**src/cursor_sprite_overlay_defines.svh**
```systemverilog
// ----------------------------------------------------------------------------
// Cursor sprite overlay assertion macros
// Shared assertion helpers, clocked on clk_i; CSO_ASSERT is held off while in reset.
// ----------------------------------------------------------------------------
`ifndef CURSOR_SPRITE_OVERLAY_DEFINES_SVH
`define CURSOR_SPRITE_OVERLAY_DEFINES_SVH

// Property checked at every rising edge once reset is released.
`define CSO_ASSERT(label, prop, msg) \
  label: assert property (@(posedge clk_i) disable iff (!rst_ni) prop) else $error(msg);

// Property checked at every rising edge, also during reset.
`define CSO_ASSERT_ALWAYS(label, prop, msg) \
  label: assert property (@(posedge clk_i) prop) else $error(msg);

`endif

```
**src/cso_pkg.sv**
```systemverilog
// ----------------------------------------------------------------------------
// Cursor sprite overlay package
// Register indexes, shape and hit codes, and the arrow bitmap.
// ----------------------------------------------------------------------------
package cso_pkg;

  // Configuration register indexes.
  localparam int unsigned CFG_ADDR_W = 3;
  localparam int unsigned CFG_DATA_W = 11;

  localparam logic [CFG_ADDR_W-1:0] REG_CURSOR_X      = 3'd0;
  localparam logic [CFG_ADDR_W-1:0] REG_CURSOR_Y      = 3'd1;
  localparam logic [CFG_ADDR_W-1:0] REG_CURSOR_SHAPE  = 3'd2;
  localparam logic [CFG_ADDR_W-1:0] REG_CURSOR_COLOR  = 3'd3;
  localparam logic [CFG_ADDR_W-1:0] REG_CLIP_HEIGHT   = 3'd4;
  localparam logic [CFG_ADDR_W-1:0] REG_CURSOR_ENABLE = 3'd5;

  localparam logic [7:0] CURSOR_COLOR_RESET = 8'd14;
  localparam logic [7:0] OUTLINE_COLOR      = 8'd0;

  // Offsets from the hotspot are kept in 12 signed bits.
  localparam int unsigned DELTA_W = 12;

  // Resize arrow geometry: shaft half length, diagonal half length, head size.
  localparam int ARM_LEN  = 7;
  localparam int DIAG_LEN = 6;
  localparam int HEAD_LEN = 3;

  localparam int unsigned ARROW_W = 12;
  localparam int unsigned ARROW_H = 16;

  typedef enum logic [2:0] {
    SHAPE_ARROW   = 3'd0,
    SHAPE_HORZ    = 3'd1,
    SHAPE_VERT    = 3'd2,
    SHAPE_DIAG_DR = 3'd3,
    SHAPE_DIAG_UR = 3'd4
  } shape_e;

  typedef enum logic [1:0] {
    KIND_MISS    = 2'd0,
    KIND_OUTLINE = 2'd1,
    KIND_FILL    = 2'd2
  } kind_e;

  // Arrow bitmap, one mask per row, bit n is column n.
  typedef logic [ARROW_W-1:0] arrow_row_t;

  localparam arrow_row_t ARROW_OUTLINE [ARROW_H] = '{
    12'h001, 12'h003, 12'h005, 12'h009, 12'h011, 12'h021, 12'h041, 12'h081,
    12'h101, 12'h021, 12'h029, 12'h045, 12'h043, 12'h081, 12'h080, 12'h180
  };

  localparam arrow_row_t ARROW_FILL [ARROW_H] = '{
    12'h000, 12'h000, 12'h002, 12'h006, 12'h00E, 12'h01E, 12'h03E, 12'h07E,
    12'h0FE, 12'h01E, 12'h016, 12'h022, 12'h020, 12'h040, 12'h040, 12'h000
  };

endpackage

```
**src/cursor_sprite_overlay.sv**
```systemverilog
// ----------------------------------------------------------------------------
// Cursor sprite overlay
// Three-stage pipeline that draws a mouse cursor over a pixel stream.
// ----------------------------------------------------------------------------
// Usage:
// Each request on the slave stream carries one pixel: its column, its row and
// the background palette index. The master stream returns one request per
// pixel, in order, with the composited palette index in tdata and a flag in
// tuser that is set when the cursor replaced the background.
// The cursor position, shape, color, clip height and enable are written on a
// plain register port; writes are meant to happen only while the pipeline is
// empty.
// A request accepted on the slave side passes through the three register
// stages in turn (offset subtraction, shape decode, color select) before its
// result shows on the master side. While the receiver is ready the pipeline
// takes one pixel every cycle, and each of the stages holds one pixel.
// When the receiver stalls, every stage holds its pixel and the slave side
// keeps accepting until all three stages are full, so nothing is lost or sent
// twice. Reset empties the pipeline and returns the registers to their reset
// values: cursor at the origin, arrow shape, color 14, full height, disabled.
// ----------------------------------------------------------------------------
`include "cursor_sprite_overlay_defines.svh"

module cursor_sprite_overlay
  import cso_pkg::*;
#(
  parameter int SCREEN_WIDTH  = 640,
  parameter int SCREEN_HEIGHT = 480
) (
  input  logic                  clk_i,
  input  logic                  rst_ni,
  // Configuration writes.
  input  logic                  cfg_we_i,
  input  logic [CFG_ADDR_W-1:0] cfg_addr_i,
  input  logic [CFG_DATA_W-1:0] cfg_wdata_i,
  // Pixel requests in.
  input  logic                  s_axis_tvalid_i,
  output logic                  s_axis_tready_o,
  input  logic [31:0]           s_axis_tdata_i,  // pixel_x[9:0], pixel_y[18:10],
                                                 // background[26:19], zero pad
  // Composited pixels out.
  output logic                  m_axis_tvalid_o,
  input  logic                  m_axis_tready_i,
  output logic [7:0]            m_axis_tdata_o,  // pixel_out[7:0]
  output logic                  m_axis_tuser_o   // cursor_hit
);

  // Compare widths follow the screen size but never drop below the fields.
  localparam int XW = ($clog2(SCREEN_WIDTH + 1) > 10) ? $clog2(SCREEN_WIDTH + 1) : 10;
  localparam int YW = ($clog2(SCREEN_HEIGHT + 1) > 9) ? $clog2(SCREEN_HEIGHT + 1) : 9;

  localparam logic signed [DELTA_W-1:0] ARM_MIN  = DELTA_W'(-ARM_LEN);
  localparam logic signed [DELTA_W-1:0] ARM_MAX  = DELTA_W'(ARM_LEN);
  localparam logic signed [DELTA_W-1:0] DIAG_MIN = DELTA_W'(-DIAG_LEN);
  localparam logic signed [DELTA_W-1:0] DIAG_MAX = DELTA_W'(DIAG_LEN);

  // --------------------------------------------------------------------------
  // Configuration registers
  // --------------------------------------------------------------------------
  logic signed [10:0] cursor_x_q;
  logic signed [9:0]  cursor_y_q;
  shape_e             cursor_shape_q;
  logic [7:0]         cursor_color_q;
  logic [8:0]         clip_height_q;
  logic               cursor_enable_q;

  always_ff @(posedge clk_i or negedge rst_ni) begin
    if (!rst_ni) begin
      cursor_x_q      <= '0;
      cursor_y_q      <= '0;
      cursor_shape_q  <= SHAPE_ARROW;
      cursor_color_q  <= CURSOR_COLOR_RESET;
      clip_height_q   <= '0;
      cursor_enable_q <= 1'b0;
    end else if (cfg_we_i) begin
      unique case (cfg_addr_i)
        REG_CURSOR_X:      cursor_x_q      <= $signed(cfg_wdata_i[10:0]);
        REG_CURSOR_Y:      cursor_y_q      <= $signed(cfg_wdata_i[9:0]);
        REG_CURSOR_SHAPE:  cursor_shape_q  <= shape_e'(cfg_wdata_i[2:0]);
        REG_CURSOR_COLOR:  cursor_color_q  <= cfg_wdata_i[7:0];
        REG_CLIP_HEIGHT:   clip_height_q   <= cfg_wdata_i[8:0];
        REG_CURSOR_ENABLE: cursor_enable_q <= cfg_wdata_i[0];
        default: ;
      endcase
    end
  end

  // --------------------------------------------------------------------------
  // Pipeline flow control. A stage loads when it is empty or when the stage
  // after it moves on in the same cycle.
  // --------------------------------------------------------------------------
  logic v1_q, v2_q, v3_q;
  logic en1, en2, en3;

  assign en3 = !v3_q || m_axis_tready_i;
  assign en2 = !v2_q || en3;
  assign en1 = !v1_q || en2;

  assign s_axis_tready_o = en1;

  always_ff @(posedge clk_i or negedge rst_ni) begin
    if (!rst_ni) begin
      v1_q <= 1'b0;
      v2_q <= 1'b0;
      v3_q <= 1'b0;
    end else begin
      if (en1) v1_q <= s_axis_tvalid_i;
      if (en2) v2_q <= v1_q;
      if (en3) v3_q <= v2_q;
    end
  end

  // --------------------------------------------------------------------------
  // Stage 1: offsets from the hotspot and the visible-area test.
  // --------------------------------------------------------------------------
  logic [9:0]                 in_x;
  logic [8:0]                 in_y;
  logic [7:0]                 in_bg;
  logic [YW-1:0]              clip_ext;
  logic [YW-1:0]              row_limit;
  logic                       in_area_d;
  logic signed [DELTA_W-1:0]  dx_d, dy_d;

  logic signed [DELTA_W-1:0]  dx_q, dy_q;
  logic                       in_area_q;
  logic [7:0]                 bg1_q;

  assign in_x  = s_axis_tdata_i[9:0];
  assign in_y  = s_axis_tdata_i[18:10];
  assign in_bg = s_axis_tdata_i[26:19];

  always_comb begin
    clip_ext = YW'(clip_height_q);
    // A zero clip height, or one larger than the screen height, means the whole screen.
    if (clip_height_q == '0 || clip_ext > YW'(SCREEN_HEIGHT)) begin
      row_limit = YW'(SCREEN_HEIGHT);
    end else begin
      row_limit = clip_ext;
    end
    in_area_d = cursor_enable_q && (XW'(in_x) < XW'(SCREEN_WIDTH)) &&
                (YW'(in_y) < row_limit);
    dx_d = $signed({2'b00, in_x}) - $signed({cursor_x_q[10], cursor_x_q});
    dy_d = $signed({3'b000, in_y}) - $signed({{2{cursor_y_q[9]}}, cursor_y_q});
  end

  always_ff @(posedge clk_i) begin
    if (en1) begin
      dx_q      <= dx_d;
      dy_q      <= dy_d;
      in_area_q <= in_area_d;
      bg1_q     <= in_bg;
    end
  end

  // --------------------------------------------------------------------------
  // Stage 2: shape decode.
  // --------------------------------------------------------------------------

  // Straight double-headed arrow along axis a; b is the cross offset.
  function automatic logic straight_hit(logic signed [DELTA_W-1:0] a,
                                        logic signed [DELTA_W-1:0] b);
    logic hit;
    hit = (b == '0) && (a >= ARM_MIN) && (a <= ARM_MAX);
    for (int i = -HEAD_LEN; i <= HEAD_LEN; i++) begin
      if ((a == DELTA_W'(-ARM_LEN + i) || a == DELTA_W'(ARM_LEN - i)) &&
          (b == DELTA_W'(i) || b == DELTA_W'(-i))) begin
        hit = 1'b1;
      end
    end
    return hit;
  endfunction

  // Diagonal arrow from top-left to bottom-right, heads as corner brackets.
  function automatic logic diag_hit(logic signed [DELTA_W-1:0] a,
                                    logic signed [DELTA_W-1:0] b);
    logic hit;
    hit = (a == b) && (a >= DIAG_MIN) && (a <= DIAG_MAX);
    for (int i = 0; i <= HEAD_LEN; i++) begin
      if ((a == DELTA_W'(-DIAG_LEN + i) && b == DIAG_MIN) ||
          (a == DIAG_MIN && b == DELTA_W'(-DIAG_LEN + i)) ||
          (a == DELTA_W'(DIAG_LEN - i) && b == DIAG_MAX) ||
          (a == DIAG_MAX && b == DELTA_W'(DIAG_LEN - i))) begin
        hit = 1'b1;
      end
    end
    return hit;
  endfunction

  logic signed [DELTA_W-1:0] neg_dy;
  logic                      arrow_in;
  logic [3:0]                arrow_row;
  logic [3:0]                arrow_col;
  kind_e                     kind_d;
  kind_e                     kind_q;
  logic [7:0]                bg2_q;

  always_comb begin
    // The up-right diagonal is the down-right one mirrored vertically.
    neg_dy    = -dy_q;
    arrow_in  = (dx_q >= 0) && (dx_q < DELTA_W'(ARROW_W)) &&
                (dy_q >= 0) && (dy_q < DELTA_W'(ARROW_H));
    arrow_row = dy_q[3:0];
    arrow_col = dx_q[3:0];
    kind_d    = KIND_MISS;
    if (in_area_q) begin
      case (cursor_shape_q)
        SHAPE_HORZ:    if (straight_hit(dx_q, dy_q)) kind_d = KIND_FILL;
        SHAPE_VERT:    if (straight_hit(dy_q, dx_q)) kind_d = KIND_FILL;
        SHAPE_DIAG_DR: if (diag_hit(dx_q, dy_q)) kind_d = KIND_FILL;
        SHAPE_DIAG_UR: if (diag_hit(dx_q, neg_dy)) kind_d = KIND_FILL;
        default: begin
          // The unused codes draw the normal arrow as well.
          if (arrow_in) begin
            if (ARROW_FILL[arrow_row][arrow_col]) begin
              kind_d = KIND_FILL;
            end else if (ARROW_OUTLINE[arrow_row][arrow_col]) begin
              kind_d = KIND_OUTLINE;
            end
          end
        end
      endcase
    end
  end

  always_ff @(posedge clk_i) begin
    if (en2) begin
      kind_q <= kind_d;
      bg2_q  <= bg1_q;
    end
  end

  // --------------------------------------------------------------------------
  // Stage 3: color select into the output register.
  // --------------------------------------------------------------------------
  logic [7:0] pixel_d, pixel_q;
  logic       hit_d, hit_q;

  always_comb begin
    case (kind_q)
      KIND_OUTLINE: pixel_d = OUTLINE_COLOR;
      KIND_FILL:    pixel_d = cursor_color_q;
      default:      pixel_d = bg2_q;
    endcase
    hit_d = (kind_q != KIND_MISS);
  end

  always_ff @(posedge clk_i) begin
    if (en3) begin
      pixel_q <= pixel_d;
      hit_q   <= hit_d;
    end
  end

  assign m_axis_tvalid_o = v3_q;
  assign m_axis_tdata_o  = pixel_q;
  assign m_axis_tuser_o  = hit_q;

  // --------------------------------------------------------------------------
  // Assertions
  // --------------------------------------------------------------------------
  `CSO_ASSERT(a_ready_low_only_when_full,
              !s_axis_tready_o |-> (v1_q && v2_q && v3_q),
              "input stalled while the pipeline has room")
  `CSO_ASSERT(a_stage2_holds_on_stall,
              (v2_q && !en3) |=> (v2_q && $stable(kind_q) && $stable(bg2_q)),
              "stage 2 lost its pixel during a stall")
  `CSO_ASSERT(a_stage2_moves_on,
              (v2_q && en3) |=> v3_q,
              "pixel dropped between stage 2 and the output")
  `CSO_ASSERT(a_outside_misses,
              (v1_q && en2 && !in_area_q) |=> (kind_q == KIND_MISS),
              "cursor drawn outside the visible area")
  `CSO_ASSERT_ALWAYS(a_reset_empties,
                     !rst_ni |-> (!v1_q && !v2_q && !v3_q),
                     "pipeline not empty in reset")

endmodule
```
**config.mk**
```make
export PLATFORM = sky130hd
export DESIGN_NAME = cursor_sprite_overlay
export DESIGN_NICKNAME = d
export VERILOG_FILES = /design/src/cso_pkg.sv /design/src/cursor_sprite_overlay.sv
export VERILOG_INCLUDE_DIRS = /design/src /design/src/src
export SDC_FILE = /design/constraint.sdc
export NUM_CORES = 1
export LEC_CHECK = 0
export BUFFER_PORTS_ARGS = -buffer_cell sky130_fd_sc_hd__buf_4
export CORE_UTILIZATION = 60
export DETAILED_ROUTE_END_ITERATION = 16
export GPL_TIMING_DRIVEN = 0
export PLACE_DENSITY = 0.9
export SYNTH_ARGS = -nofsm -noshare
export SYNTH_HDL_FRONTEND = slang
export SYNTH_SLANG_ARGS = --single-unit
```
**constraint.sdc**
```tcl
create_clock -name clk_i -period 3.6 [get_ports clk_i]
set_input_delay 0.36 -clock clk_i [delete_from_list [all_inputs] [get_ports clk_i]]
set_output_delay 0.36 -clock clk_i [all_outputs]
set_load 0.01 [all_outputs]
```
==> key figures <==
Yosys
  • Syn Std Cell Area: between 0.006 and 0.007 sq mm
  • Post-synth ARST share: 46.88%
  • Most frequent cell after synthesis: nand2_1
  • Top post-synthesis cells by area: edfxtp_1 25%, dfrtp_1 17%, ha_1 7.9%
  • Synth Register Bits: 96
  • Post-synth EDFFs: approximately 50
  • Synth Net Count: roughly 740
  • Register area share after synthesis: 42.82%
  • Distinct cells, synth: 70
  • Post-synth top area cell: edfxtp_1
  • Syn_area_per_cell: 9.576 sq um
  • Most frequent cells after synthesis: 67 x nand2_1, 55 x o21ai_0, 54 x inv_1, 51 x edfxtp_1, 42 x dfrtp_1
  • Yosys warning count: 0
  • Synthesized instance count: 649
  • Primary FF master, synth: edfxtp_1
  • Synth top area share: 24.64%

Place
  • Pre-CTS setup slack: ~0.033 ns
  • DP HPWL: 12340 um
  • DP Cell Count: 839
  • IO buf count: 56
  • Area post-placement: 0.006817 sq mm
  • RePlAce Congestion: 0.9440

GRT
  • Initial antenna violation count: 0
  • First-pass GRT wire length: 27520 um
  • Total GRT Usage: 32.60%
  • Number of global-route vias before repair: 5579
  • Overflow after GRT: 0
  • Largest net degree at the start of global routing: 46

Layout
  • Antenna fix cells: 0
  • Syn-to-layout area delta: 12.93%
  • Layout net count: 810
  • Fraction of layout cells with a size suffix above 1: 15.63%
  • Filler cells: 703
  • Layout Cells excl Fill: 856
  • Post-route design area: 0.007018 sq mm
  • Storage element area: 0.002661 sq mm
  • Multi-input gate area: 0.003231 sq mm

Timing
  • Final period utilization: 95.41%
  • Final Slew Violations: 0
  • Final setup margin: 0.1653 ns
  • Max_slew headroom: a little under a quarter
  • Final setup fails: 0
  • Hold Fails Final Rpt: 0
  • Slew at the pin closest to its max-slew limit: 1.139 ns
  • Fmax: 291.1 MHz
  • Sum of negative setup slack: 0 ns
  • Clock Skew: 0.01639 ns
  • RSZ-0062 raised after global routing: false
  • Min cycle time layout: 3.435 ns

Detailed routing
  • DR vias: about 5500
  • DRT met1 WL: between 6000 and 7000 um
  • Drt pass-1 iters: 7
  • WL/cell: 19.91 um
  • Drt drc: 0
  • Max layer used: met4
  • Met3 wire len: approximately 1100 um
  • Routed WL: 17040 um
  • Met2 WL: between 8000 and 9000 um
  • Starting DRT DRC Count: between 500 and 600
  • Vias per cell: between 6 and 7
  • Post-route ant nets: 0

Floorplanning
  • Die height: 103.8 um
  • Initial Util: 62.71%
  • IO Count: between 60 and 70
  • FP Rows: 36
  • Die area: 0.01077 sq mm
  • Core Area: 0.009910 sq mm
  • Die W: just over 100 um

Clock tree
  • Worst-path clk slew: ~0.1 ns
  • CTS tree: done
  • Clk root buf: clkbuf_8
  • Clk sinks: 96
  • CTS Buffer Depth: 2
  • CTS buffer count: 9
  • H-Tree Depth: 3
  • Postcts setup bufs: 0
  • Clk_lat worst skew: roughly 0.4 ns

Job
  • Maxcap violations: 0

Worst setup path
  • Max FO, Critical Path: 11
  • CP endpoint kind: flop
  • Critical Path AT: 3.57 ns
  • Startpoint Class: flop
  • Worst EP required: 3.73 ns
  • CP Class: flop to flop

Hold path
  • Hold Path Class: primary input to flop

Run status
  • Status: finished clean

Power
  • VDD IR max: 0.4260 mV
  • Static Leak: between 2 and 3 nW
  • Pwr Total: 4.194 mW
  • P per Cell Area: 597.6 mW/mm^2
[critical path, stage by stage, from the launching register on]
cell	delay (ns)
edfxtp_1	0.62
inv_1	0.25
ha_2	0.33
inv_1	0.11
or3_1	0.48
nor4_1	0.29
xnor2_1	0.19
nor4_1	0.07
and3_1	0.16
a32o_1	0.22
o41a_1	0.46
[cells in the final DEF (no fill, tap or decap), drive strengths merged, types with 5 or more instances in the layout]
master | Yosys | routed
nor2b | 9 | 9
a21boi | 5 | 5
o22ai | 5 | 5
o21a | 7 | 7
dfrtp | 42 | 42
mux2i | 7 | 7
nand2 | 67 | 67
a21oi | 28 | 28
o21ai | 56 | 56
clkbuf | 21 | 33
ha | 39 | 39
a31oi | 7 | 7
nor4 | 12 | 12
buf | 9 | 66
nor3 | 23 | 23
nand3 | 16 | 16
nand4 | 9 | 9
nor2 | 35 | 35
nand2b | 8 | 8
inv | 54 | 55
xnor2 | 18 | 18
xor2 | 12 | 12
edfxtp | 51 | 51
mux2 | 25 | 25
[cell type report]
class	instances	area share (%)
Multi-Input combinational cell	469	46.03
Sequential cell	96	37.92
Timing Repair Buffer	58	6.347
Inverter	54	2.888
Tap cell	133	2.371
Clock buffer	12	2.211
Buffer	30	1.819
Clock inverter	4	0.4101
[flip-flops by register name (all words and copies together), names as in the netlist, 2 cells and up]
name / flops
dy_q: 11
cursor_x_q: 11
kind_q: 2
dx_q: 12
m_axis_tdata_o: 8
bg1_q: 8
cursor_shape_q: 3
bg2_q: 8
cursor_color_q: 8
clip_ext: 9
cursor_y_q: 10
[layer usage]
| metal | up-vias | global-route usage (%) |
|---|---|---|
| li1 | 2507 | - |
| met1 | 2660 | 38.32 |
| met2 | 290 | 57.00 |
| met3 | 77 | 3.902 |
| met4 | 0 | 20.20 |
| met5 | - | 0 |
[kinds of logic (layout without fill, tap and decap cells)]
| kind of cell | after synthesis | in the layout | synth area share (%) |
|---|---|---|---|
| mux | 32 | 32 | 5.657 |
| fa+ha+maj | 41 | 41 | 8.496 |
| compound gates | 152 | 152 | 15.54 |
| buf+inv | 84 | 158 | 5.315 |
| flops | 96 | 96 | 42.82 |
| simple gates | 214 | 214 | 17.94 |
| xor+xnor | 30 | 30 | 4.228 |
[power breakdown]
group / internal (mW) / switching, mW / leakage (nW) / total, mW
clock: 0.291 / 0.377 / 0.0906 / 0.667
sequential: 1.46 / 0.219 / 1.06 / 1.68
combinational: 0.710 / 1.13 / 1.68 / 1.85
[through the flow]
stage | util, % | hold WS (ns)
6_report | 70.82 | 0.1415
5_1_grt | 70.82 | 0.1361
4_1_cts | 70.74 | 0.1445
3_5_place_dp | 68.79 | 0.3923
3_3_place_gp | 68.64 | 0.3817
2_1_floorplan | - | 0.06441
[final timing paths]
| check | cells past startpoint | startpoint | end | slack [ns] |
|---|---|---|---|---|
| max | 10 | dy_q[1] | kind_q[1] | 0.17 |
| min | 1 | s_axis_tdata_i[20] | bg1_q[1] | 0.14 |
| max reg2reg | 10 | dy_q[1] | kind_q[1] | 0.17 |
| min reg2reg | 0 | bg1_q[6] | bg2_q[6] | 0.43 |
| max in group asynchronous | 2 | rst_ni | cursor_color_q[6] | 2.69 |
| min in group asynchronous | 2 | rst_ni | cursor_x_q[6] | 0.52 |
[timing repair]
item,4_1_cts,5_1_grt
resized for setup,0,2
hold buffers,1,0
endpoints found under the setup margin,0,1
endpoints found under the hold margin,14,0
Power figures use the tool's default switching activity.
